## src/rtl/core/twpw_pkg.sv

```systemverilog
`default_nettype none
package twpw_pkg;

  localparam int DEF_FRAC_BITS     = 16;
  localparam int DEF_CORDIC_STAGES = 24;

  // fixed datapath widths
  localparam int XYW  = 34;  // CORDIC x/y, Q.29 plus headroom
  localparam int SW   = 68;  // squared distance, padded to whole bit pairs
  localparam int RTW  = 34;  // integer square root
  localparam int SRW  = 38;  // square root partial remainder
  localparam int NW   = 65;  // |twist| * |distance - radius|
  localparam int RADW = 31;

  localparam logic [63:0]            PI_Q48   = 64'h3243F6A8885A3;
  localparam logic signed [XYW-1:0]  GAIN_Q29 = 34'sd326016437;

  typedef enum logic [2:0] {
    CFG_CENTER_X     = 3'd0,
    CFG_CENTER_Y     = 3'd1,
    CFG_CIRCLE_RAD   = 3'd2,
    CFG_TWIST_ANGLE  = 3'd3,
    CFG_WARP_INSIDE  = 3'd4,
    CFG_WARP_OUTSIDE = 3'd5
  } cfg_idx_e;

  typedef struct packed {
    logic signed [31:0] pos_x;
    logic signed [31:0] pos_y;
    logic               reverse_dir;
  } in_t;

  typedef struct packed {
    logic signed [31:0] out_x;
    logic signed [31:0] out_y;
    logic               was_warped;
  } out_t;

  // per-item data riding alongside the arithmetic
  typedef struct packed {
    logic signed [31:0] pos_x;
    logic signed [31:0] pos_y;
    logic signed [32:0] dx;
    logic signed [32:0] dy;
    logic               rev;
    logic               warp;
    logic               neg;
    logic               flip;
  } side_t;

  // round(pi * 2^48 / 2^sh)
  function automatic logic [63:0] pi_round(input int sh);
    return (PI_Q48 + (64'd1 << (sh - 1))) >> sh;
  endfunction

  // atan(2^-i) in Q.frac, via the Taylor series on Q48
  function automatic logic [63:0] atan_q(input int i, input int frac);
    logic [63:0] acc;
    logic [63:0] term;
    int          s;
    acc = 64'd0;
    if (i == 0) begin
      acc = PI_Q48 >> 2;
    end else begin
      for (int k = 0; k < 64; k++) begin
        s = 48 - i * (2 * k + 1);
        if (s >= 0) begin
          term = (64'd1 << s) / 64'(2 * k + 1);
          acc  = k[0] ? acc - term : acc + term;
        end
      end
    end
    return (acc + (64'd1 << (47 - frac))) >> (48 - frac);
  endfunction

endpackage
`default_nettype wire

```

## src/rtl/core/twpw_sqrt_cell.sv

```systemverilog
`default_nettype none
// one result bit of a restoring integer square root
module twpw_sqrt_cell import twpw_pkg::*; (
  input  wire logic             clk_i,
  input  wire logic             rst_ni,
  input  wire logic             en_i,
  input  wire logic             valid_i,
  input  wire side_t            side_i,
  input  wire logic [SW-1:0]    s_i,
  input  wire logic [RTW-1:0]   root_i,
  input  wire logic [SRW-1:0]   rem_i,
  output logic                  valid_o,
  output side_t                 side_o,
  output logic [SW-1:0]         s_o,
  output logic [RTW-1:0]        root_o,
  output logic [SRW-1:0]        rem_o
);

  logic [SRW-1:0] sh, trial;
  logic           ge;

  always_comb begin
    sh    = {rem_i[SRW-3:0], s_i[SW-1 -: 2]};
    trial = {2'b00, root_i, 2'b01};
    ge    = (sh >= trial);
  end

  always_ff @(posedge clk_i or negedge rst_ni) begin
    if (!rst_ni) begin
      valid_o <= 1'b0;
    end else if (en_i) begin
      valid_o <= valid_i;
    end
  end

  always_ff @(posedge clk_i) begin
    if (en_i) begin
      side_o <= side_i;
      s_o    <= s_i << 2;
      root_o <= {root_i[RTW-2:0], ge};
      rem_o  <= ge ? sh - trial : sh;
    end
  end

endmodule
`default_nettype wire

```

## config.mk

```make
export PLATFORM = sky130hd
export DESIGN_NAME = twpw_sqrt_cell
export DESIGN_NICKNAME = d
export VERILOG_FILES = /design/src/rtl/core/twpw_pkg.sv /design/src/rtl/core/twpw_sqrt_cell.sv
export SDC_FILE = /design/constraint.sdc
export NUM_CORES = 1
export LEC_CHECK = 0
export CORE_AREA = 2 2 213 215
export DETAILED_ROUTE_END_ITERATION = 7
export DIE_AREA = 0 0 215 217
export DONT_BUFFER_PORTS = 1
export HOLD_SLACK_MARGIN = 0.15
export SKIP_CTS_REPAIR_TIMING = 1
export SLEW_MARGIN = 5
export SYNTH_ARGS = -nofsm -noshare
export SYNTH_HDL_FRONTEND = slang
export SYNTH_SLANG_ARGS = --single-unit
```

## constraint.sdc

```tcl
create_clock -name clk_i -period 1.8 [get_ports clk_i]
set_input_delay 0.27 -clock clk_i [delete_from_list [all_inputs] [get_ports clk_i]]
set_output_delay 0.27 -clock clk_i [all_outputs]
set_load 0.1 [all_outputs]
```

# Yosys cells after proc, flatten, opt, wreduce, memory -nomap -nowiden
# Index checks and enable logic that the tools add are counted.
# op_classes
order_cmp	1
n_mux	1
n_addsub	1
# op_table
cell	count
38-bit by 36-bit >= comparator with 1-bit output	1
38-bit 2-to-1 mux	1
38-bit by 36-bit subtractor with 38-bit output	1
# totals
wordCells	15
inputBits	278
regBits	273
out_inout_bits	275

# Longest topological paths before layout
# depth
depth_word	2
ltp_mapped	15

# Least setup slack after synthesis
# Ideal clock, no wire load.
# synth_path
kind	input-to-reg
start	in root_i[11]
end	reg rem_o[28], data pin
setup_slack_ns	-0.836
t_arrival_ns	2.378
t_required_ns	1.542
path_buffers	4
setup_ns	0.258
stages	15
path_cell_list	inv_1 ha_1 buf_2 and3_1 buf_2 and4_4 nand3_1 o21ai_1 or3_1 o21ai_4 inv_2 buf_6 buf_6 nor2_1 a21oi_1
# synth_between
elab_chain_len	2
word_cells_on_any_way	3
classes_between	add/sub (1); order compare (1); mux (1)
# synth_lines
item	line	rtl
start, declared	twpw_sqrt_cell.sv:10	input wire logic [RTW-1:0] root_i,
38-bit by 36-bit subtractor with 38-bit output or 38-bit by 36-bit >= comparator with 1-bit output (tied branches)	twpw_sqrt_cell.sv:41, twpw_sqrt_cell.sv:25	
38-bit 2-to-1 mux (*)	twpw_sqrt_cell.sv:41	rem_o <= ge ? sh - trial : sh;
end signal, assigned	twpw_sqrt_cell.sv:41	
end, declared	twpw_sqrt_cell.sv:16	output logic [SRW-1:0] rem_o
# Mark *: on every way between the ends. The rest lies on a longest branch, timed or not.
# A chain may end at the register's enable or synchronous reset.

# Final worst setup path
# layout_path
start	in rem_i[13]
end	reg rem_o[7], data pin
# layout_between
elab_chain_len	2
# layout_lines
item	line	rtl
start, declared	twpw_sqrt_cell.sv:11	input wire logic [SRW-1:0] rem_i,
38-bit by 36-bit >= comparator with 1-bit output	twpw_sqrt_cell.sv:25	ge = (sh >= trial);
38-bit 2-to-1 mux	twpw_sqrt_cell.sv:41	
# Every way passes these cells.

==> flow_summary.ini <==
[run_status]
status = finished with violations
violations = hold timing, setup timing

[cts]
htree_levels = 1
clock_latency_ps = 580
clkSlewWorstSetupHoldPaths_ps = 60
clockBufferDepth = 3
cts_tree = done
clock_sinks = 273
cts_buffers = 31
cts_root_buf = clkbuf_16

[critical_path]
crit_path_end_kind = flip-flop
cp-start-kind = primary input
crit_type = in2reg
reg2reg_slack_ps = 220
crit_fanout = 7
required_ps = 2130
arrival_ps = 2320

[floorplan]
fp-row-count = 78
io_pins = 553
die_w_um = 215
dieArea_um2 = 46700
core-area_um2 = 44700
die_h_um = 217
start_util_pct = 24.4

[global_route]
antenna_found_initial = 2
grt_pass1_vias = 7655
grt-ovfl-total = 0
grt_pass1_wl_um = 54000
grt_max_degree = 274
grt_use_total_pct = 15.8

[routing]
drc = 0
drt-wirelength-per-cell_um = 22.0
first_iter_violations = 605
routed_wl_um = 44500
postRouteAntennaNets = 0
drt-vias-per-instance = 4.48
vias = 9077
firstDrtPassIters = 5

[sta]
whs_ps = -197
setup_tns_ps = -5110
setup_viol = 39
post-route-period-util_pct = 111
setup_ws_ps = -193
layout_min_cycle_time_ps = 1990
max_freq_ghz = 0.502
clock_skew_ps = 0
hold_viol = 196
final_max_slew_viol_count = 0
rsz0062_at_grt = true

[placement]
place_area_um2 = 14700
port_buffers = 0
gp_congestion = 0.839
dp.cells = 1682
dp_hpwl_um = 30800

[yosys]
synth_top_area_share_pct = 75.0
yosysTopAreaCell = edfxtp_1
synthFlopType = edfxtp_1
syn_area_um2 = 10900
avgSynthCellArea_um2 = 15.5
synth_cell_types = 61
synthCells = 700
synth_seq_cells = 273
async_flop_share_pct = 0.366
ys_seq_area_share_pct = 75.3
ys_warn_count = 0
synth_edf_count = 272
synth_area_leaders = edfxtp_1, ha_1, a21oi_1

[cells_and_area]
post-route-util_pct = 43.4
fin_nets = 1715
finalInstanceArea_um2 = 19400
area_growth_pct = 78.4
drive_above_1_share_pct = 42.0
final_cell_count_no_fill = 2027
num-fill-cells = 4032

[power]
powerDensity_nw_per_um2 = 1140
leakage_nw = 7.76
ir_worst_vdd_mv = 1.23

[run]
cap_violations = 0

[min_path]
hp-class = in2reg
sequential cells by signal, summed over array words and instances, names as in the netlist:
register	flops
side_o	134
s_o	66
rem_o	38
root_o	34
valid_o	1
routing by layer:
metal / track usage, % / part of all wire (%) / vias to the layer above
li1: - / - / 4041
met1: 17.7 / 37 / 4532
met2: 28.6 / 53 / 436
met3: 5.91 / 7.7 / 66
met4: 3.72 / 2.3 / 2
met5: 0 / 0.029 / -
worst paths after layout:
kind / from / endpoint / cells after the start
setup / recovery: rem_i[13] / rem_o[7] / 11
hold / removal: en_i / side_o[37] / 0
setup reg to reg: valid_o / valid_o / 3
hold reg to reg: valid_o / valid_o / 3
max in group asynchronous: rst_ni / valid_o / 2
min in group asynchronous: rst_ni / valid_o / 2
critical path, stage by stage:
cell and delay (ps):
ha_4 220, a221o_1 350, a31oi_4 200, o21ai_4 120
o31ai_4 320, a21oi_4 110, o21ai_4 240, clkinv_4 150
clkbuf_16 220, nor2_4 90, a21oi_2 30
logic make-up after synthesis:
kind of cell,synth area share (%)
simple gates,6.09
compound gates,8.96
mux,0.379
xor+xnor,2.49
other cells,0.0345
flops,75.3
fa+ha+maj,4.14
buf+inv,2.63
report_power, final:
group / switching (mW) / internal (mW) / total [mW] / leakage, nW
logic: 5.55 / 2.02 / 7.57 / 4.57
clock network: 2.78 / 3.89 / 6.67 / 0.517
registers: 0.203 / 7.69 / 7.89 / 2.67
final cells by class:
class / instances / area, um2 / share of cell area [%]
Antenna cell: 2 / 5.00 / 0.0258
Clock buffer: 32 / 779 / 4.01
Clock inverter: 25 / 280 / 1.44
Inverter: 43 / 191 / 0.986
Multi-Input combinational cell: 363 / 3230 / 16.6
Sequential cell: 273 / 8190 / 42.2
Tap cell: 600 / 751 / 3.87
Timing Repair Buffer: 689 / 5990 / 30.8
synthesized netlist by cell type, drive strengths merged (8+ instances only):
library cell / instances
edfxtp: 272
a21oi: 49
nor2: 44
inv: 43
nand2: 43
ha: 36
o21ai: 29
a21o: 23
xor2: 19
buf: 14
nor3: 13
xnor2: 12
clkbuf: 8
nand4: 8
per-stage QoR:
| stage | worst slack (ps) | total power, mW |
|---|---|---|
| detailed placement | -930 | 14.7 |
| global route | -255 | 22.8 |
| finish | -193 | 22.1 |
| floorplan | -674 | 13.1 |
| CTS | -306 | 21.4 |
| global placement | -863 | 14.6 |
cell usage in the layout (no fill, tap or decap), types with 4 or more instances in the layout:
cell type and n:
buf_4 403, and2_1 4, inv_2 6, ha_4 22
inv_6 8, o21ai_0 17, a21oi_2 17, nor3_2 4
clkinv_2 5, inv_1 30, a21oi_1 28, nand2_1 40
xor2_1 18, clkinv_1 7, o21ai_2 8, nor2_2 6
dlygate4sd3_1 269, bufinv_16 5, a31oi_1 4, nor3_1 8
nand2b_1 4, a21o_1 23, ha_1 13, edfxtp_1 272
a21oi_4 4, nor2_4 13, o21a_1 5, o211ai_1 7
xnor2_1 11, buf_12 4, nor2_1 25, nand3_1 5
nand4_1 8, buf_6 10, clkbuf_16 34
Power figures use the tool's default switching activity.
