$ cat src/rtl/core/twpw_pkg.sv
`default_nettype none
package twpw_pkg;

  localparam int DEF_FRAC_BITS     = 16;
  localparam int DEF_CORDIC_STAGES = 24;

  // fixed datapath widths
  localparam int XYW  = 34;  // CORDIC x/y, Q.29 plus headroom
  localparam int SW   = 68;  // squared distance, padded to whole bit pairs
  localparam int RTW  = 34;  // integer square root
  localparam int SRW  = 38;  // square root partial remainder
  localparam int NW   = 65;  // |twist| * |distance - radius|
  localparam int RADW = 31;

  localparam logic [63:0]            PI_Q48   = 64'h3243F6A8885A3;
  localparam logic signed [XYW-1:0]  GAIN_Q29 = 34'sd326016437;

  typedef enum logic [2:0] {
    CFG_CENTER_X     = 3'd0,
    CFG_CENTER_Y     = 3'd1,
    CFG_CIRCLE_RAD   = 3'd2,
    CFG_TWIST_ANGLE  = 3'd3,
    CFG_WARP_INSIDE  = 3'd4,
    CFG_WARP_OUTSIDE = 3'd5
  } cfg_idx_e;

  typedef struct packed {
    logic signed [31:0] pos_x;
    logic signed [31:0] pos_y;
    logic               reverse_dir;
  } in_t;

  typedef struct packed {
    logic signed [31:0] out_x;
    logic signed [31:0] out_y;
    logic               was_warped;
  } out_t;

  // per-item data riding alongside the arithmetic
  typedef struct packed {
    logic signed [31:0] pos_x;
    logic signed [31:0] pos_y;
    logic signed [32:0] dx;
    logic signed [32:0] dy;
    logic               rev;
    logic               warp;
    logic               neg;
    logic               flip;
  } side_t;

  // round(pi * 2^48 / 2^sh)
  function automatic logic [63:0] pi_round(input int sh);
    return (PI_Q48 + (64'd1 << (sh - 1))) >> sh;
  endfunction

  // atan(2^-i) in Q.frac, via the Taylor series on Q48
  function automatic logic [63:0] atan_q(input int i, input int frac);
    logic [63:0] acc;
    logic [63:0] term;
    int          s;
    acc = 64'd0;
    if (i == 0) begin
      acc = PI_Q48 >> 2;
    end else begin
      for (int k = 0; k < 64; k++) begin
        s = 48 - i * (2 * k + 1);
        if (s >= 0) begin
          term = (64'd1 << s) / 64'(2 * k + 1);
          acc  = k[0] ? acc - term : acc + term;
        end
      end
    end
    return (acc + (64'd1 << (47 - frac))) >> (48 - frac);
  endfunction

endpackage
`default_nettype wire

$ cat src/rtl/core/twpw_div_cell.sv
`default_nettype none
// one quotient bit of N / radius, folded straight into quotient mod 2*pi
module twpw_div_cell import twpw_pkg::*; #(
  parameter int FRAC_BITS = DEF_FRAC_BITS
) (
  input  wire logic                  clk_i,
  input  wire logic                  rst_ni,
  input  wire logic                  en_i,
  input  wire logic [RADW-1:0]       rad_i,
  input  wire logic                  valid_i,
  input  wire side_t                 side_i,
  input  wire logic [NW-1:0]         n_i,
  input  wire logic [RADW-1:0]       rem_i,
  input  wire logic [FRAC_BITS+2:0]  m_i,
  output logic                       valid_o,
  output side_t                      side_o,
  output logic [NW-1:0]              n_o,
  output logic [RADW-1:0]            rem_o,
  output logic [FRAC_BITS+2:0]       m_o
);

  localparam int TW = FRAC_BITS + 3;
  localparam logic [TW-1:0] TWO_PI = TW'(pi_round(47 - FRAC_BITS));

  logic [RADW:0] r2;
  logic          ge;
  logic [TW:0]   t;

  always_comb begin
    r2 = {rem_i, n_i[NW-1]};
    ge = (r2 >= {1'b0, rad_i});
    t  = {m_i, ge};
  end

  always_ff @(posedge clk_i or negedge rst_ni) begin
    if (!rst_ni) begin
      valid_o <= 1'b0;
    end else if (en_i) begin
      valid_o <= valid_i;
    end
  end

  always_ff @(posedge clk_i) begin
    if (en_i) begin
      side_o <= side_i;
      n_o    <= n_i << 1;
      rem_o  <= ge ? RADW'(r2 - {1'b0, rad_i}) : RADW'(r2);
      m_o    <= (t >= {1'b0, TWO_PI}) ? TW'(t - {1'b0, TWO_PI}) : TW'(t);
    end
  end

endmodule
`default_nettype wire

$ cat config.mk
export PLATFORM = sky130hd
export DESIGN_NAME = twpw_div_cell
export DESIGN_NICKNAME = d
export VERILOG_FILES = /design/src/rtl/core/twpw_pkg.sv /design/src/rtl/core/twpw_div_cell.sv
export SDC_FILE = /design/constraint.sdc
export NUM_CORES = 1
export LEC_CHECK = 0
export BUFFER_PORTS_ARGS = -buffer_cell sky130_fd_sc_hd__buf_2
export CAP_MARGIN = 20
export CORE_AREA = 3 3 210 212
export CTS_CLUSTER_SIZE = 16
export DETAILED_ROUTE_END_ITERATION = 7
export DIE_AREA = 0 0 213 215
export SLEW_MARGIN = 10
export SYNTH_ARGS = -nofsm -noshare
export SYNTH_HDL_FRONTEND = slang
export SYNTH_SLANG_ARGS = --single-unit
$ cat constraint.sdc
create_clock -name clk_i -period 1 [get_ports clk_i]
set_input_delay 0.2 -clock clk_i [delete_from_list [all_inputs] [get_ports clk_i]]
set_output_delay 0.2 -clock clk_i [all_outputs]
set_load 0.05 [all_outputs]
Word level (Yosys, flattened, before mapping):

Index checks and enable logic that the tools add are counted.

* output and inout bits: 250
* input bits: 284
* bits in registers: 249

* magnitude comparators: 2
* mux-type cells: 2
* $add $sub $neg: 2

Operator list (count)
* 32-bit by 31-bit >= comparator with 1-bit output: 1
* 31-bit 2-to-1 mux: 1
* 31-bit subtractor: 1
* 20-bit by 19-bit >= comparator with 1-bit output (second input constant): 1
* 19-bit 2-to-1 mux: 1
* 19-bit subtractor (second input constant): 1

Depth between registers and ports, before layout:

* depth after elaboration: 3
* gate-level depth with buffers: 19

Worst setup path after synthesis:

Ideal clock, no wire load.

* path kind: input-to-reg
* start: in n_i[64]
* end: reg m_o[1] (data pin)
* arrival time: 3399 ps
* data required time: 740 ps
* slack: -2659 ps
* stages on the path: 18
* cells stage by stage: inv_1 > ha_1 > fa_1 > nand2b_1 > a21oi_2 > o21ai_2 > o211ai_1 > o31ai_1 > nand2_1 > buf_2 > buf_2 > ha_1 > a41o_1 > nand2_1 > nand2_2 > a31o_1 > buf_2 > mux2_4

* cells in the longest elaborated chain, start to end: 3

RTL lines
* start, declared: line twpw_div_cell.sv:12 `input wire logic [NW-1:0] n_i,`
* 32-bit by 31-bit >= comparator with 1-bit output (*): line twpw_div_cell.sv:31 `ge = (r2 >= {1'b0, rad_i});`
* 19-bit subtractor or 20-bit by 19-bit >= comparator with 1-bit output (tied branches): line twpw_div_cell.sv:48 `m_o <= (t >= {1'b0, TWO_PI}) ? TW'(t - {1'b0, TWO_PI}) : TW'(t);`
* 19-bit 2-to-1 mux (*): line twpw_div_cell.sv:48
* end signal, assigned: line twpw_div_cell.sv:48
* end, declared: line twpw_div_cell.sv:19 `output logic [FRAC_BITS+2:0] m_o`

Mark *: on every way between the ends. The rest lies on a longest branch, timed or not.
A chain may end at the register's enable or synchronous reset.

Final worst setup path:

* start: in rad_i[25]
* end: reg m_o[15] (data pin)

* cells in the longest elaborated chain, start to end: 3

RTL lines
* start, declared: line twpw_div_cell.sv:9 `input wire logic [RADW-1:0] rad_i,`
* 32-bit by 31-bit >= comparator with 1-bit output (*): line twpw_div_cell.sv:31
* 19-bit subtractor or 20-bit by 19-bit >= comparator with 1-bit output (tied branches): line twpw_div_cell.sv:48
* 19-bit 2-to-1 mux (*): line twpw_div_cell.sv:48

Marked as above.

==> flow_summary.json <==
{
  "avgSynthCellArea_um2": 15.5,
  "syn_nets": 970,
  "regArea_um2": 7470,
  "critPathMaxFanout": 4,
  "ant_nets": 0,
  "synth-edff-count": 248,
  "synth_cells": 653,
  "overflow": 0,
  "cap_violations": 0,
  "yosysTopAreaCell": "edfxtp_1",
  "worst_clock_skew_ns": 0,
  "cts_buffer_depth": 3,
  "final_area_um2": 20100,
  "synth_top_area_share_pct": 73.5,
  "rsz0062_at_grt": "yes",
  "dr.pass1.iters": 5,
  "clk_pin_slew_worst_paths_ns": 0.07,
  "cts_tree": "built",
  "vias": 9529,
  "place_congestion": 0.884,
  "die-area_um2": 45800,
  "dpl_cell_area_um2": 14900,
  "numCtsBuffers": 27,
  "grt_max_degree": 36,
  "syn_area_um2": 10100,
  "total_power_w": 0.0341,
  "hold_viol": 0,
  "drc": 0,
  "worstPathRequired_ns": 1.29,
  "die_w_um": 213,
  "p_per_area_nw_per_um2": 1690,
  "drtIter0Drc": 625,
  "yosys_register_bits": 249,
  "timing.hold.ws_ns": 0.0191,
  "multi_input_area_um2": 2890,
  "synth_cell_type_count": 62,
  "routedWlPerCell_um": 21.4,
  "nets": 1908,
  "cp-start-kind": "input pin",
  "synthFlopType": "edfxtp_1",
  "core_um2": 42100,
  "grt_pass1_wl_mm": 61.4,
  "critPathArrivalTime_ns": 3.03,
  "setup_ws_ns": -1.74,
  "async_flop_share_pct": 0.402,
  "grtUsageTotal_pct": 17.8,
  "setup_viol": 301,
  "antenna_found_initial": 15,
  "n_fill_cell": 3530,
  "via_per_inst": 4.41,
  "cts.sinks": 249,
  "maxSlewViolCount": 0,
  "cts-htree-levels": 1,
  "synth.area.top_cells": "edfxtp_1 74%, ha_1 4.0%, a21oi_1 2.7%, xnor2_1 2.4%, inv_1 1.4%",
  "num_rows": 75,
  "reg2reg_slack_ns": 0.20,
  "fmax_mhz": 366,
  "crit_type": "input pin to register",
  "peakVddDrop_mv": 1.09,
  "clk_latency_ns": 0.55,
  "p_leak_nw": 8.65,
  "seq_area_frac_synth_pct": 73.8,
  "hp-class": "input pin to register",
  "dp_hpwl_mm": 31.3,
  "cts-root-buf": "clkbuf_16",
  "period_share_pct": 274,
  "grt_pass1_vias": 9791,
  "violations": "negative setup slack",
  "num_io_pins": 534,
  "area_delta_synth_final_pct": 98.7,
  "drive_above_1_share_pct": 51.7,
  "ys_warn_count": 0,
  "start_util_pct": 24.0,
  "wl_mm": 46.2,
  "die_y_um": 215,
  "min_period_ns": 2.74,
  "outcome": "finished, violations left",
  "final_core_util_pct": 47.8,
  "end_kind": "register",
  "io_buffers": 532
}
## report_power, final
group	internal, W	total, W	leakage [nW]	switching (W)
combinational	0.00426	0.0102	5.75	0.00594
sequential	0.0126	0.0132	2.44	0.000524
clock	0.00630	0.0107	0.456	0.00439
## placed cells by master (no fill, tap or decap), drive strengths merged, types with 3 or more instances in the layout
cell type    netlist  layout
buf               11     699
edfxtp           248     248
dlygate4sd3        0     221
a21oi             55      55
inv               39      40
nor2              37      37
nand2             33      33
ha                32      32
clkbuf             2      30
xnor2             28      28
o21ai             26      26
a21o              14      14
xor2              14      14
nand4             13      13
mux2              12      12
clkinv             0      12
diode              0       9
nor3               8       8
o211ai             7       7
o21a               7       7
nand3              6       6
a31oi              6       6
bufinv             0       5
nor4               5       5
and2               4       4
or2                4       4
and3               4       4
nand2b             4       4
or3                3       3
a211oi             3       3
## cells in the mapped netlist (6+ instances only)
library cell  instances
o21ai_0              22
nor2_1               37
xnor2_1              28
mux2_2               11
nand3_1               6
inv_1                39
nand4_1              13
ha_1                 32
a21o_1               14
a21oi_1              54
edfxtp_1            248
xor2_1               14
o21a_1                7
o211ai_1              7
nor3_1                8
nand2_1              32
buf_2                10
## registers in the layout (all words and copies together) (netlist names)
signal and flops:
m_o 19, n_o 64, rem_o 31, side_o 134, valid_o 1
## cell type report
class	instances	area share, %
Tap cell	539	3.35
Multi-Input combinational cell	352	14.4
Inverter	39	0.814
Clock buffer	30	3.41
Clock inverter	20	1.26
Antenna cell	9	0.112
Timing Repair Buffer	922	39.5
Sequential cell	249	37.1
## worst max-delay path: stages
cell      delay, ns
buf_6          0.08
clkinv_4       0.04
ha_4           0.24
a21o_1         0.16
a21o_1         0.19
a221oi_2       0.29
o21ai_1        0.11
a211oi_2       0.23
buf_4          0.15
nand2_4        0.06
ha_4           0.18
a41o_1         0.20
nand2_2        0.09
nand2_2        0.07
buf_6          0.12
a31oi_4        0.22
nor2_2         0.08
a221o_1        0.32
## stage by stage
step,setup WS (ns),TNS (ns),std cells
after floorplan,-2.28,-80.75,653
after global placement,-2.40,-109.27,1862
after detailed placement,-2.46,-114.84,1862
after CTS,-1.72,-156.64,2141
after global routing,-1.83,-158.66,2160
final,-1.74,-142.37,2160
## per-layer routing
| layer | share of wire (%) | wire length (um) | global-route usage (%) |
|---|---|---|---|
| met3 | 7.7 | 3550 | 4.59 |
| met1 | 36 | 16500 | 19.7 |
| met4 | 6.1 | 2810 | 8.47 |
| met5 | 0.14 | 64 | 0 |
| met2 | 50 | 23300 | 31.5 |
## worst paths after layout
| path | start | endpoint | depth (start not counted) |
|---|---|---|---|
| hold reg to reg | valid_o | valid_o | 1 |
| min in group asynchronous | rst_ni | valid_o | 3 |
| setup / recovery | rad_i[25] | m_o[15] | 18 |
| max in group asynchronous | rst_ni | valid_o | 3 |
| hold / removal | rem_i[23] | rem_o[24] | 3 |
| setup reg to reg | valid_o | valid_o | 1 |
## repair_timing
action	4_1_cts	5_1_grt
hold endpoints to repair	220	0
buffers inserted	8	12
gates resized for setup	123	634
hold buffers	221	0
setup endpoints to repair	299	299
cloned	3	0
pin swaps	23	31
## kinds of logic (layout without fill, tap and decap cells)
family                   count (synthesis)  count (layout)  share of synthesized area [%]
AO/OA/AOI/OAI                          135             135                           8.63
multiplexers                            13              13                           1.47
buffers and inverters                   52            1011                           2.10
adder cells (fa/ha/maj)                 33              33                           4.15
flip-flops                             249             249                           73.8
XOR/XNOR                                42              42                           3.63
AND/OR/NAND/NOR                        128             128                           6.22
other                                    1              10                         0.0370
Note: power is estimated with default switching activity, not from simulation.
