## config.mk

```make
export PLATFORM = sky130hd
export DESIGN_NAME = twpw_cordic_cell
export DESIGN_NICKNAME = d
export VERILOG_FILES = /design/src/rtl/core/twpw_pkg.sv /design/src/rtl/core/twpw_cordic_cell.sv
export SDC_FILE = /design/constraint.sdc
export NUM_CORES = 1
export LEC_CHECK = 0
export BUFFER_PORTS_ARGS = -buffer_cell sky130_fd_sc_hd__buf_2
export CAP_MARGIN = 25
export CORE_AREA = 5 5 171 173
export CTS_CLUSTER_DIAMETER = 30
export DETAILED_ROUTE_END_ITERATION = 6
export DIE_AREA = 0 0 176 178
export PLACE_DENSITY = 0.76
export SETUP_SLACK_MARGIN = 0.2
export SLEW_MARGIN = 0
export SYNTH_ARGS = -nofsm -noshare
export SYNTH_HDL_FRONTEND = slang
export SYNTH_SLANG_ARGS = --single-unit
```

## constraint.sdc

```tcl
create_clock -name clk_i -period 0.8 [get_ports clk_i]
set_input_delay 0.08 -clock clk_i [delete_from_list [all_inputs] [get_ports clk_i]]
set_output_delay 0.08 -clock clk_i [all_outputs]
set_load 0.02 [all_outputs]
```

## src/rtl/core/twpw_pkg.sv

```systemverilog
`default_nettype none
package twpw_pkg;

  localparam int DEF_FRAC_BITS     = 16;
  localparam int DEF_CORDIC_STAGES = 24;

  // fixed datapath widths
  localparam int XYW  = 34;  // CORDIC x/y, Q.29 plus headroom
  localparam int SW   = 68;  // squared distance, padded to whole bit pairs
  localparam int RTW  = 34;  // integer square root
  localparam int SRW  = 38;  // square root partial remainder
  localparam int NW   = 65;  // |twist| * |distance - radius|
  localparam int RADW = 31;

  localparam logic [63:0]            PI_Q48   = 64'h3243F6A8885A3;
  localparam logic signed [XYW-1:0]  GAIN_Q29 = 34'sd326016437;

  typedef enum logic [2:0] {
    CFG_CENTER_X     = 3'd0,
    CFG_CENTER_Y     = 3'd1,
    CFG_CIRCLE_RAD   = 3'd2,
    CFG_TWIST_ANGLE  = 3'd3,
    CFG_WARP_INSIDE  = 3'd4,
    CFG_WARP_OUTSIDE = 3'd5
  } cfg_idx_e;

  typedef struct packed {
    logic signed [31:0] pos_x;
    logic signed [31:0] pos_y;
    logic               reverse_dir;
  } in_t;

  typedef struct packed {
    logic signed [31:0] out_x;
    logic signed [31:0] out_y;
    logic               was_warped;
  } out_t;

  // per-item data riding alongside the arithmetic
  typedef struct packed {
    logic signed [31:0] pos_x;
    logic signed [31:0] pos_y;
    logic signed [32:0] dx;
    logic signed [32:0] dy;
    logic               rev;
    logic               warp;
    logic               neg;
    logic               flip;
  } side_t;

  // round(pi * 2^48 / 2^sh)
  function automatic logic [63:0] pi_round(input int sh);
    return (PI_Q48 + (64'd1 << (sh - 1))) >> sh;
  endfunction

  // atan(2^-i) in Q.frac, via the Taylor series on Q48
  function automatic logic [63:0] atan_q(input int i, input int frac);
    logic [63:0] acc;
    logic [63:0] term;
    int          s;
    acc = 64'd0;
    if (i == 0) begin
      acc = PI_Q48 >> 2;
    end else begin
      for (int k = 0; k < 64; k++) begin
        s = 48 - i * (2 * k + 1);
        if (s >= 0) begin
          term = (64'd1 << s) / 64'(2 * k + 1);
          acc  = k[0] ? acc - term : acc + term;
        end
      end
    end
    return (acc + (64'd1 << (47 - frac))) >> (48 - frac);
  endfunction

endpackage
`default_nettype wire

```

## src/rtl/core/twpw_cordic_cell.sv

```systemverilog
`default_nettype none
// one rotation-mode CORDIC micro-rotation
module twpw_cordic_cell import twpw_pkg::*; #(
  parameter int FRAC_BITS = DEF_FRAC_BITS,
  parameter int STAGE     = 0
) (
  input  wire logic                        clk_i,
  input  wire logic                        rst_ni,
  input  wire logic                        en_i,
  input  wire logic                        valid_i,
  input  wire side_t                       side_i,
  input  wire logic signed [XYW-1:0]       x_i,
  input  wire logic signed [XYW-1:0]       y_i,
  input  wire logic signed [FRAC_BITS+3:0] a_i,
  output logic                             valid_o,
  output side_t                            side_o,
  output logic signed [XYW-1:0]            x_o,
  output logic signed [XYW-1:0]            y_o,
  output logic signed [FRAC_BITS+3:0]      a_o
);

  localparam int AW = FRAC_BITS + 4;
  localparam logic signed [AW-1:0] ATAN = $signed(AW'(atan_q(STAGE, FRAC_BITS)));

  logic signed [XYW-1:0] xs, ys;

  always_comb begin
    xs = x_i >>> STAGE;
    ys = y_i >>> STAGE;
  end

  always_ff @(posedge clk_i or negedge rst_ni) begin
    if (!rst_ni) begin
      valid_o <= 1'b0;
    end else if (en_i) begin
      valid_o <= valid_i;
    end
  end

  always_ff @(posedge clk_i) begin
    if (en_i) begin
      side_o <= side_i;
      if (!a_i[AW-1]) begin
        x_o <= x_i - ys;
        y_o <= y_i + xs;
        a_o <= a_i - ATAN;
      end else begin
        x_o <= x_i + ys;
        y_o <= y_i - xs;
        a_o <= a_i + ATAN;
      end
    end
  end

endmodule
`default_nettype wire

```

==> flow_metrics.py, run 1 <==
metrics = {
    "yosys": {
        "netlist_top_cells_count": "221 x edfxtp_1, 131 x a21oi_1, 113 x ha_1, 113 x inv_1, 78 x nor2_1",
        "synth_area_mm2": 0.0130,
        "netlist.top_cell.by_area": "edfxtp_1",
        "synth_ff_type": "edfxtp_1",
        "synth_top_area_share_pct": 51.0,
        "synth-seq-cells": 222,
        "yosysMostFrequentCell": "edfxtp_1",
        "synth_edf_count": 221,
        "synth_fp_nets": 1514,
        "synth.distinct_cells": 79,
        "syn_area_per_cell_um2": 11.1,
        "yosys-top-cells-area": "edfxtp_1 51%, ha_1 11%, a21oi_1 5.0%",
        "synthesis.instances": 1171,
        "ys_seq_area_share_pct": 51.2,
        "ys_async_sr_fraction_pct": 0.450,
        "yosys_warnings": 0,
    },
    "floorplan": {
        "ios": 449,
        "rows": 61,
        "floorplan.initialDensity_pct": 47.3,
        "die_width_um": 176,
        "dieHeight_um": 178,
    },
    "sta": {
        "worstEndpointType": "sequential cell input",
        "grt_worst_setup_endpoint": "x_o[32]$_DFFE_PP_/D",
    },
    "placed_design": {
        "hpwl_mm": 44.1,
        "dpl_cell_area_mm2": 0.0189,
        "port_buffers": 448,
        "place_congestion": 1.04,
    },
    "clock_network": {
        "clock_path_buffers": 3,
        "cts.sinks": 222,
        "htreeDepth": 2,
        "cts_root_buf": "clkbuf_16",
        "numCtsBuffers": 47,
    },
    "grt": {
        "track_usage_pct": 77.0,
        "grt_max_degree": 83,
        "grt_overflow": 12,
        "antenna_found_initial": 15,
    },
    "status": {
        "failed_stage": "5_1_grt",
        "error": "[ERROR GRT-0232] Routing congestion too high. Check the congestion heatmap in the GUI.",
        "status": "aborted with a tool error",
    },
}
-- logic make-up after synthesis --
group           share of synthesized area [%]
simple gates                             8.01
flops                                    51.2
xor+xnor                                 5.12
fa+ha+maj                                11.5
compound gates                           18.0
buf+inv                                  4.99
mux                                      1.16
-- stage by stage --
step           cells  setup TNS, ps  setup WS [ps]
4_1_cts         2569        -153640          -1310
3_5_place_dp    2302        -139480          -1960
3_3_place_gp    2302        -137210          -2000
2_1_floorplan   1171         -80620          -1500
-- routing by layer --
metal	GRT overflow	global-route usage, %
met3	0	66.2
met1	0	74.7
met5	2	36.4
met2	2	91.2
met4	8	78.8
-- timing repair --
item / in CTS
endpoints found under the hold margin: 151
gates resized for setup: 503
setup buffers: 37
hold buffers: 142
endpoints found under the setup margin: 304
pin swaps: 107
==> inputs of run 2 (changes only) <==
--- a/config.mk
+++ b/config.mk
@@ -7,12 +7,10 @@
 export LEC_CHECK = 0
 export BUFFER_PORTS_ARGS = -buffer_cell sky130_fd_sc_hd__buf_2
 export CAP_MARGIN = 25
-export CORE_AREA = 5 5 171 173
-export CTS_CLUSTER_DIAMETER = 30
+export CORE_MARGIN = 5
+export CORE_UTILIZATION = 40
 export DETAILED_ROUTE_END_ITERATION = 6
-export DIE_AREA = 0 0 176 178
-export PLACE_DENSITY = 0.76
-export SETUP_SLACK_MARGIN = 0.2
+export PLACE_DENSITY_LB_ADDON = 0.15
 export SLEW_MARGIN = 0
 export SYNTH_ARGS = -nofsm -noshare
 export SYNTH_HDL_FRONTEND = slang
==> run 2 against run 1 <==
Effect of this change: the flow now finishes, with violations (negative hold slack, negative setup slack); synthesized cell count stayed put; area after synthesis did not move.
==> flow_metrics.py, run 2 <==
metrics = {
    "status": {
        "status": "finished, violations left",
        "violations": "negative hold slack, negative setup slack",
    },
    "yosys": {
        "ys_async_sr_fraction_pct": 0.450,
        "synth-seq-cells": 222,
        "synth_area_mm2": 0.0130,
        "synth_edf_count": 221,
        "syn_area_per_cell_um2": 11.1,
        "ys_seq_area_share_pct": 51.2,
        "yosysMostFrequentCell": "edfxtp_1",
        "synth_fp_nets": 1514,
        "synth_ff_type": "edfxtp_1",
        "yosys-top-cells-area": "edfxtp_1 51%, ha_1 11%, a21oi_1 5.0%",
        "synth_top_area_share_pct": 51.0,
        "synthesis.instances": 1171,
        "netlist_top_cells_count": "221 x edfxtp_1, 131 x a21oi_1, 113 x ha_1, 113 x inv_1, 78 x nor2_1",
        "yosys_warnings": 0,
        "synth.distinct_cells": 79,
        "netlist.top_cell.by_area": "edfxtp_1",
    },
    "sta": {
        "clock_skew_ps": 0,
        "slew_headroom_pct": 64.7,
        "hold_viol": 2,
        "setup_slack_ps": -1360,
        "finalSetupTns_ps": -151870,
        "fmax_mhz": 464,
        "worst_slew_pin_slew_ps": 529,
        "drv_slew": 0,
        "finalSetupViolations": 301,
        "fin_crit_ps": 2160,
        "hold_slack_ps": -58.0,
        "rsz0062_at_grt": "true",
        "post-route-period-util_pct": 270,
    },
    "clock_network": {
        "cts_root_buf": "clkbuf_16",
        "numCtsBuffers": 25,
        "cts.sinks": 222,
        "clkLatencyLatePin_ps": 520,
        "cts_hold_buf": 144,
        "htreeDepth": 1,
        "clk_pin_slew_ps": 60,
        "cts_tree": "done",
        "clock_path_buffers": 3,
    },
    "hold_path": {
        "hold_end": "a_o[5]$_DFFE_PP_",
        "hold_path_class": "in -> reg",
        "min-delay-start": "a_i[4]",
        "min_path_cells": 2,
    },
    "grt": {
        "track_usage_pct": 31.8,
        "grt_overflow": 0,
        "grt_pass1_vias": 14300,
        "antenna_found_initial": 1,
        "grt_max_degree": 82,
        "grt_pass1_wl_mm": 88.8,
    },
    "run": {
        "cap_violations": 0,
    },
    "floorplan": {
        "die_width_um": 190,
        "floorplan.initialDensity_pct": 40.3,
        "ios": 449,
        "core_area_mm2": 0.0323,
        "rows": 66,
        "die-area_mm2": 0.0362,
        "dieHeight_um": 190,
    },
    "cells_and_area": {
        "largest-register": "side_o",
        "final_cell_mix": "382 x buf_4, 258 x buf_6, 221 x edfxtp_1",
        "largestRegisters": "side_o: 134 flops, x_o: 34 flops, y_o: 33 flops",
        "area_growth_syn_to_layout_pct": 88.5,
        "fin_nets": 2523,
        "largest_reg_flops": 134,
        "final_common_cell": "buf_4",
        "drive_gt1_share_pct": 54.5,
        "fin_cells": 2639,
    },
    "worst_setup_path": {
        "startpoint_type": "input port",
        "critPathMaxFanout": 4,
        "r2r_cells": 1,
        "timing.rr.start": "valid_o$_DFFE_PN0P_",
        "crit_type": "in -> reg",
        "endpoint_kind": "flip-flop",
        "r2r_slack_ps": -20,
        "cp_data_required_time_ps": 1060,
        "arrival_ps": 2420,
        "r2r-end": "valid_o$_DFFE_PN0P_",
    },
    "placed_design": {
        "hpwl_mm": 41.9,
        "dp_cells": 2396,
        "port_buffers": 448,
        "place_congestion": 0.930,
    },
    "power_and_ir_drop": {
        "p_total_mw": 44.3,
        "p_leak_nw": 10.8,
        "ir_drop_uv": 1410,
        "powerDensity_mw_per_mm2": 1810,
    },
    "detailed_routing": {
        "vias": 14100,
        "dr.pass1.iters": 5,
        "drt_iter0_drc": 1094,
        "avgRoutedWirePerCell_um": 24.2,
        "ant_nets": 0,
        "vias_per_cell": 5.33,
        "routed_wl_mm": 63.8,
        "drc": 0,
    },
}
run 2: worst max-delay path by stage:
stage / startpoint / to / slack, ps
floorplan: x_i[0] / y_o[26]$_DFFE_PP_ / -1500
global placement: x_i[1] / x_o[27]$_DFFE_PP_ / -1950
detailed placement: x_i[1] / x_o[27]$_DFFE_PP_ / -1970
CTS: y_i[0] / y_o[26]$_DFFE_PP_ / -1230
global route: x_i[1] / x_o[33]$_DFFE_PP_ / -1490
finish: x_i[1] / y_o[33]$_DFFE_PP_ / -1360
run 2: where the power goes:
group          internal (mW)  total (mW)  switching [mW]
Combinational           8.14        16.5            8.37
Sequential              14.5        15.3           0.797
Clock                   7.31        12.5            5.16
run 2: worst max-delay path, cell delays in order:
cell	delay (ps)
buf_12	110
inv_12	30
ha_4	270
nor2b_1	50
o21a_1	220
o211ai_1	230
buf_4	190
nand3_4	100
buf_6	130
a311oi_2	190
buf_4	180
o21ai_4	70
a41o_1	230
a21oi_2	230
xnor2_1	90
run 2: layout make-up:
type                            instances  area [µm²]
Timing Repair Buffer                 1025        8740
Clock buffer                           31         678
Multi-Input combinational cell        791        7190
Antenna cell                            2        5.00
Tap cell                              442         553
Clock inverter                         11         173
Sequential cell                       222        6660
Inverter                              115         522
Fill cell                            2042        7770
run 2: timing repair:
| action | CTS | global route |
|---|---|---|
| pin swaps | 132 | 89 |
| gates cloned | 0 | 1 |
| gates resized for setup | 525 | 223 |
| endpoints found under the setup margin | 300 | 301 |
| endpoints found under the hold margin | 146 | 1 |
| setup buffers | 49 | 23 |
run 2: cell families (layout without fill, tap and decap cells):
group	Yosys count	after routing	synth area share, %
AO/OA/AOI/OAI	366	366	18.0
other	0	2	0
AND/OR/NAND/NOR	217	217	8.01
adder cells (fa/ha/maj)	117	117	11.5
buffers and inverters	158	1182	4.99
XOR/XNOR	76	76	5.12
flip-flops	222	222	51.2
multiplexers	15	15	1.16
run 2: stage by stage:
step	area, µm²	utilization [%]	setup slack (ps)
2_1_floorplan	13600	-	-1500
3_3_place_gp	19000	58.9	-1950
3_5_place_dp	19000	58.9	-1970
4_1_cts	23600	72.9	-1230
5_1_grt	24500	75.9	-1490
6_report	24500	75.9	-1360
run 2: layer usage:
layer / vias up / track usage, % / share of wire [%]
li1: 6287 / - / -
met1: 6860 / 39.0 / 38
met2: 710 / 55.3 / 49
met3: 200 / 4.45 / 6.9
met4: 0 / 14.9 / 6.2
met5: - / 0 / 0
No activity file was read; power rests on OpenSTA's default activity.
==> inputs of run 3 (changes only) <==
--- a/config.mk
+++ b/config.mk
@@ -7,9 +7,9 @@
 export LEC_CHECK = 0
 export BUFFER_PORTS_ARGS = -buffer_cell sky130_fd_sc_hd__buf_2
 export CAP_MARGIN = 25
-export CORE_MARGIN = 5
-export CORE_UTILIZATION = 40
+export CORE_AREA = 5 5 173 175
 export DETAILED_ROUTE_END_ITERATION = 6
+export DIE_AREA = 0 0 178 180
 export PLACE_DENSITY_LB_ADDON = 0.15
 export SLEW_MARGIN = 0
 export SYNTH_ARGS = -nofsm -noshare
==> constraint.sdc (replaced) <==
create_clock -name clk_i -period 2 [get_ports clk_i]
set_input_delay 0.2 -clock clk_i [delete_from_list [all_inputs] [get_ports clk_i]]
set_output_delay 0.2 -clock clk_i [all_outputs]
set_load 0.02 [all_outputs]
==> run 3 against run 2 <==
Effect of this change: sequential share of layout area is 3.2 points higher; final area shrank 10%; register-to-register slack better by 1300 ps; worst setup slack improved by 1100 ps; wire length fell by 3.7%; sequential power decreased by 61%; power fell by 62%; critical endpoint is now x_o[30]$_DFFE_PP_; first-iteration DRC count increased by 14%; global-route usage increased by 4.1 points; the flow finishes with violations (negative setup slack); flip-flop and latch count is the same.
==> flow_metrics.py, run 3 (synthesis results as in run 2) <==
metrics = {
    "clock_network": {
        "clk_pin_slew_ps": 60,
        "clkLatencyLatePin_ps": 530,
        "cts_tree": "done",
        "clock_path_buffers": 3,
        "cts.sinks": 222,
        "cts_root_buf": "clkbuf_16",
        "htreeDepth": 1,
        "numCtsBuffers": 26,
    },
    "sta": {
        "slew_headroom_pct": 33.9,
        "fmax_mhz": 451,
        "clock_skew_ps": 0,
        "hold_viol": 0,
        "finalSetupTns_ps": -4760,
        "post-route-period-util_pct": 111,
        "rsz0062_at_grt": "true",
        "setup_slack_ps": -219,
        "fin_crit_ps": 2220,
        "worst_slew_pin_slew_ps": 991,
        "finalSetupViolations": 40,
        "drv_slew": 0,
    },
    "power_and_ir_drop": {
        "share_seq_of_total_power_pct": 35.8,
        "p_sw_mw": 5.47,
        "ir_drop_uv": 606,
        "powerDensity_mw_per_mm2": 760,
        "p_clk_share_pct": 30.5,
        "p_comb_share_pct": 33.8,
        "switching_share_pct": 32.8,
        "p_leak_nw": 9.93,
        "internal_power_mw": 11.2,
    },
    "cells_and_area": {
        "fin_nets": 2475,
        "final_cell_mix": "432 x buf_2, 367 x buf_4, 221 x edfxtp_1",
        "fin_cells": 2542,
        "multi_input_area_mm2": 0.00657,
        "largestRegisters": "side_o: 134 flops, x_o: 34 flops, y_o: 33 flops",
        "drive_gt1_share_pct": 48.4,
        "largest-register": "side_o",
        "area_growth_syn_to_layout_pct": 68.9,
        "finish.utilization_pct": 77.6,
        "largest_reg_flops": 134,
        "final_common_cell": "buf_2",
        "fillCellCount": 1825,
        "seq_area_mm2": 0.00666,
    },
    "placed_design": {
        "place_congestion": 0.963,
        "post-place-ws_ps": -913,
        "port_buffers": 448,
        "hpwl_mm": 42.5,
        "dp_cells": 2317,
    },
    "status": {
        "violations": "negative setup slack",
        "status": "finished, violations left",
    },
    "detailed_routing": {
        "vias": 13900,
        "dr.pass1.iters": 6,
        "drc": 0,
        "routed_wl_mm": 61.4,
        "vias_per_cell": 5.47,
        "drt_iter0_drc": 1246,
        "ant_nets": 0,
        "avgRoutedWirePerCell_um": 24.2,
    },
    "grt": {
        "grt_max_degree": 83,
        "antenna_found_initial": 8,
        "grt_pass1_wl_mm": 87.7,
        "grt_overflow": 0,
        "track_usage_pct": 35.9,
        "grt_pass1_vias": 14200,
    },
    "worst_setup_path": {
        "r2r_cells": 1,
        "arrival_ps": 2490,
        "cp_data_required_time_ps": 2270,
        "cpMostUsedCell": "buf_4",
        "crit_family": "compound AO/OA/AOI/OAI gates",
        "critPathMaxFanout": 4,
        "crit_path_max_incr_delay_ps": 330,
        "endpoint_kind": "flip-flop",
        "cpMaxStageDelayCell": "a211oi_2",
        "crit_chain": "buf_2 -> inv_1 -> ha_4 -> buf_4 -> a21oi_1 -> o21ai_1 -> a211oi_2 -> nor2_1 -> o41ai_2 -> buf_4 -> a21oi_4 -> o21ai_0 -> a22oi_1 -> xor2_1",
        "cp.depth": 14,
        "startpoint_type": "input port",
        "crit_type": "in -> reg",
        "cp_num_buf_inv": 4,
    },
    "floorplan": {
        "die-area_mm2": 0.0320,
        "rows": 62,
        "core_area_mm2": 0.0283,
        "dieHeight_um": 180,
        "die_width_um": 178,
        "floorplan.initialDensity_pct": 45.9,
        "ios": 449,
    },
    "run": {
        "cap_violations": 0,
    },
    "hold_path": {
        "min_path_cells": 3,
        "hold_path_class": "in -> reg",
    },
}
run 3: changes by cell type in the layout (fill, tap and decap cells not counted), sizes merged:
cell / delta
dlygate4sd3: -3
clkinvlp: +1
buf: -45
clkbuf: -2
inv: +3
clkinv: +2
diode: +5
run 3: routing by layer:
layer / part of all wire, % / routed length, µm / GRT usage (%)
met4: 6.5 / 4010 / 19.6
met1: 37 / 22500 / 42.4
met2: 48 / 29500 / 59.5
met3: 8.8 / 5400 / 9.01
met5: 0 / 0 / 0.463
run 3: worst paths after layout:
kind,from,slack [ps],end
worst min register to register,valid_o$_DFFE_PN0P_,530,valid_o$_DFFE_PN0P_
worst max register to register,valid_o$_DFFE_PN0P_,1240,valid_o$_DFFE_PN0P_
min in group asynchronous,rst_ni,500,valid_o$_DFFE_PN0P_
worst max-delay path,x_i[15],-220,x_o[30]$_DFFE_PP_
max in group asynchronous,rst_ni,1400,valid_o$_DFFE_PN0P_
worst min-delay path,a_i[4],110,a_o[4]$_DFFE_PP_
run 3: area by class of cell:
cell class	instances	share of cell area, %
clock buffers	30	3.13
multi-input cells	791	29.9
clock inverters	17	0.923
inverters	115	2.29
well taps	384	2.19
flip-flops and latches	222	30.3
diodes	7	0.0798
repair buffers	976	31.2
run 3: per-stage QoR:
stage	total power [mW]	hold WS (ps)	area [µm²]
after floorplan	8.46	-95.6	13500
after global placement	10.8	-22.4	18700
after detailed placement	10.8	-20.5	18700
after CTS	16.3	46.6	21800
after global routing	17.2	96.2	22000
final	16.7	109	22000
run 3: timing repair:
| item | in CTS | in global routing |
|---|---|---|
| resized for setup | 142 | 29 |
| hold endpoints to repair | 140 | 0 |
| buffers inserted | 29 | 4 |
| pin swaps | 73 | 22 |
| hold buffers | 141 | 0 |
| endpoints found under the setup margin | 38 | 46 |
run 3: power groups by stage:
stage | Combinational [mW] | Sequential [mW] | Clock (mW)
after floorplan | 1.76 | 6.70 | 0
after global placement | 4.78 | 6.01 | 0
after detailed placement | 4.81 | 6.02 | 0
after CTS | 5.38 | 5.94 | 5.00
after global routing | 5.90 | 6.00 | 5.30
final | 5.63 | 5.97 | 5.09
==> inputs of run 4 (changes only) <==
--- a/config.mk
+++ b/config.mk
@@ -7,11 +7,12 @@
 export LEC_CHECK = 0
 export BUFFER_PORTS_ARGS = -buffer_cell sky130_fd_sc_hd__buf_2
 export CAP_MARGIN = 25
-export CORE_AREA = 5 5 173 175
+export CORE_MARGIN = 5
+export CORE_UTILIZATION = 46
 export DETAILED_ROUTE_END_ITERATION = 6
-export DIE_AREA = 0 0 178 180
 export PLACE_DENSITY_LB_ADDON = 0.15
-export SLEW_MARGIN = 0
+export SETUP_SLACK_MARGIN = 0.3
+export SLEW_MARGIN = 15
 export SYNTH_ARGS = -nofsm -noshare
 export SYNTH_HDL_FRONTEND = slang
 export SYNTH_SLANG_ARGS = --single-unit
==> constraint.sdc (replaced) <==
create_clock -name clk_i -period 1.8 [get_ports clk_i]
set_input_delay 0.18 -clock clk_i [delete_from_list [all_inputs] [get_ports clk_i]]
set_output_delay 0.18 -clock clk_i [all_outputs]
set_load 0.02 [all_outputs]
==> run 4 against run 3 <==
Effect of this change: the flow still finishes with violations (negative setup slack); cell count up 1.2%; clock power shrank 3%; core utilization rose by 5.0 points; sequential share of layout area decreased by 1.4 points; wire length increased by 3.8%; combinational power up 21%; hold slack worse by 48 ps; first-iteration DRC count grew 41%; critical path depth fell by 1; via count is 3.9% higher; count of clock-buffer cells in the layout up 5; largest power group is now combinational cells.
==> flow_metrics.py, run 4 (synthesis results as in run 2) <==
metrics = {
    "hold_path": {
        "min_path_cells": 2,
        "hold_path_class": "in -> reg",
        "hold_end": "a_o[5]$_DFFE_PP_",
        "min-delay-start": "a_i[4]",
    },
    "clock_network": {
        "cts.sinks": 222,
        "htreeDepth": 1,
        "cts_tree": "done",
        "clock_path_buffers": 3,
        "clkLatencyLatePin_ps": 510,
        "clk_pin_slew_ps": 70,
        "numCtsBuffers": 25,
        "cts_root_buf": "clkbuf_16",
    },
    "cells_and_area": {
        "final_cell_mix": "426 x buf_2, 363 x buf_4, 221 x edfxtp_1",
        "fin_nets": 2512,
        "largestRegisters": "side_o: 134 flops, x_o: 34 flops, y_o: 33 flops",
        "largest-register": "side_o",
        "largest_reg_flops": 134,
        "drive_gt1_share_pct": 53.9,
        "fillCellCount": 1556,
        "final_common_cell": "buf_2",
        "area_growth_syn_to_layout_pct": 76.9,
    },
    "sta": {
        "drv_slew": 0,
        "worst_slew_pin_slew_ps": 587,
        "fmax_mhz": 442,
        "post-route-period-util_pct": 126,
        "hold_slack_ps": 61.0,
        "fin_crit_ps": 2260,
        "clock_skew_ps": 0,
        "slew_headroom_pct": 60.9,
        "finalSetupViolations": 55,
        "rsz0062_at_grt": "true",
        "hold_viol": 0,
        "setup_slack_ps": -461,
    },
    "worst_setup_path": {
        "critPathMaxFanout": 5,
        "r2r_slack_ps": 1050,
        "endpoint_kind": "flip-flop",
        "startpoint_type": "input port",
        "r2r_cells": 1,
        "arrival_ps": 2520,
        "crit_type": "in -> reg",
        "cp-startpoint": "y_i[0]",
        "timing.rr.start": "valid_o$_DFFE_PN0P_",
        "r2r-end": "valid_o$_DFFE_PN0P_",
        "cp_data_required_time_ps": 2060,
    },
    "detailed_routing": {
        "dr.pass1.iters": 5,
        "avgRoutedWirePerCell_um": 24.8,
        "ant_nets": 0,
        "vias_per_cell": 5.62,
        "drt_iter0_drc": 1754,
        "vias": 14500,
        "drc": 0,
        "routed_wl_mm": 63.8,
    },
    "grt": {
        "grt_max_degree": 53,
        "grt_pass1_vias": 14200,
        "grt_pass1_wl_mm": 86.7,
        "antenna_found_initial": 9,
        "grt_overflow": 0,
        "track_usage_pct": 36.1,
    },
    "floorplan": {
        "floorplan.initialDensity_pct": 46.7,
        "core_area_mm2": 0.0279,
        "dieHeight_um": 178,
        "die_width_um": 178,
        "ios": 449,
        "rows": 61,
        "die-area_mm2": 0.0317,
    },
    "power_and_ir_drop": {
        "p_leak_nw": 10.3,
        "powerDensity_mw_per_mm2": 801,
        "ir_drop_uv": 739,
    },
    "status": {
        "status": "finished, violations left",
        "violations": "negative setup slack",
    },
    "run": {
        "cap_violations": 0,
    },
    "placed_design": {
        "hpwl_mm": 42.2,
        "post-place-ws_ps": -1200,
        "place_congestion": 0.996,
        "port_buffers": 448,
    },
}
==> run 4: changes by cell type in the layout (fill, tap and decap cells not counted), moves of 10 or more <==
cell	delta
buf_6	+45
a21oi_1	-29
a21oi_2	+23
o21ai_0	-16
o21ai_2	+12
xnor2_1	-11
xnor2_2	+10
==> run 4: metrics by stage <==
step	power [mW]	util, %	instance area (µm²)	setup TNS [ps]	cells
floorplan	9.44	-	13600	-16640	1171
global placement	12.0	67.1	18700	-49880	2298
detailed placement	12.1	67.1	18700	-51940	2298
CTS	17.6	79.2	22100	-10440	2530
global route	19.0	82.6	23000	-17810	2571
finish	18.4	82.6	23000	-13820	2572
==> run 4: critical path: stages <==
cell and delay (ps):
buf_8 110, ha_4 160, fa_2 350, nor3b_4 170, o31ai_4 270, a211oi_2 120
a211oi_2 210, buf_4 170, a21oi_4 80, a21oi_4 240, o21ai_2 110, a22oi_2 230
xor2_1 90
==> run 4: worst max-delay path by stage <==
| stage | slack, ps | to | cells past startpoint |
|---|---|---|---|
| 6_report | -460 | y_o[30]$_DFFE_PP_ | 13 |
| 5_1_grt | -520 | y_o[32]$_DFFE_PP_ | 13 |
| 4_1_cts | -410 | y_o[30]$_DFFE_PP_ | 13 |
| 3_5_place_dp | -1200 | y_o[30]$_DFFE_PP_ | 13 |
| 3_3_place_gp | -1160 | y_o[30]$_DFFE_PP_ | 13 |
| 2_1_floorplan | -600 | y_o[26]$_DFFE_PP_ | 11 |
==> run 4: cell type report <==
| type | instances | area, µm² | area share [%] |
|---|---|---|---|
| clock buffers | 35 | 663 | 2.88 |
| clock inverters | 9 | 88.8 | 0.386 |
| flip-flops and latches | 222 | 6660 | 29.0 |
| multi-input cells | 791 | 7220 | 31.4 |
| inverters | 115 | 514 | 2.24 |
| diodes | 8 | 20.0 | 0.0870 |
| repair buffers | 1014 | 7360 | 32.0 |
| well taps | 378 | 473 | 2.06 |
==> run 4: routing by layer <==
layer / vias to the layer above / track usage, % / wire (µm) / part of all wire, %
li1: 6280 / - / - / -
met1: 6942 / 43.5 / 22900 / 36
met2: 991 / 61.1 / 30400 / 48
met3: 242 / 6.68 / 5900 / 9.2
met4: 4 / 19.8 / 4510 / 7.1
met5: - / 0 / 59 / 0.093
==> run 4: report_power, final <==
part	leakage, nW	internal [mW]	switching [mW]
Clock	0.356	2.73	2.21
Combinational	7.75	3.03	3.79
Sequential	2.17	6.42	0.246
==> run 4: what timing repair did <==
action | 4_1_cts | 5_1_grt
endpoints found under the setup margin | 67 | 67
resized for setup | 198 | 136
buffers inserted | 47 | 34
cloned | 0 | 0
hold buffers | 141 | 0
hold endpoints to repair | 140 | 0
pin swaps | 146 | 91
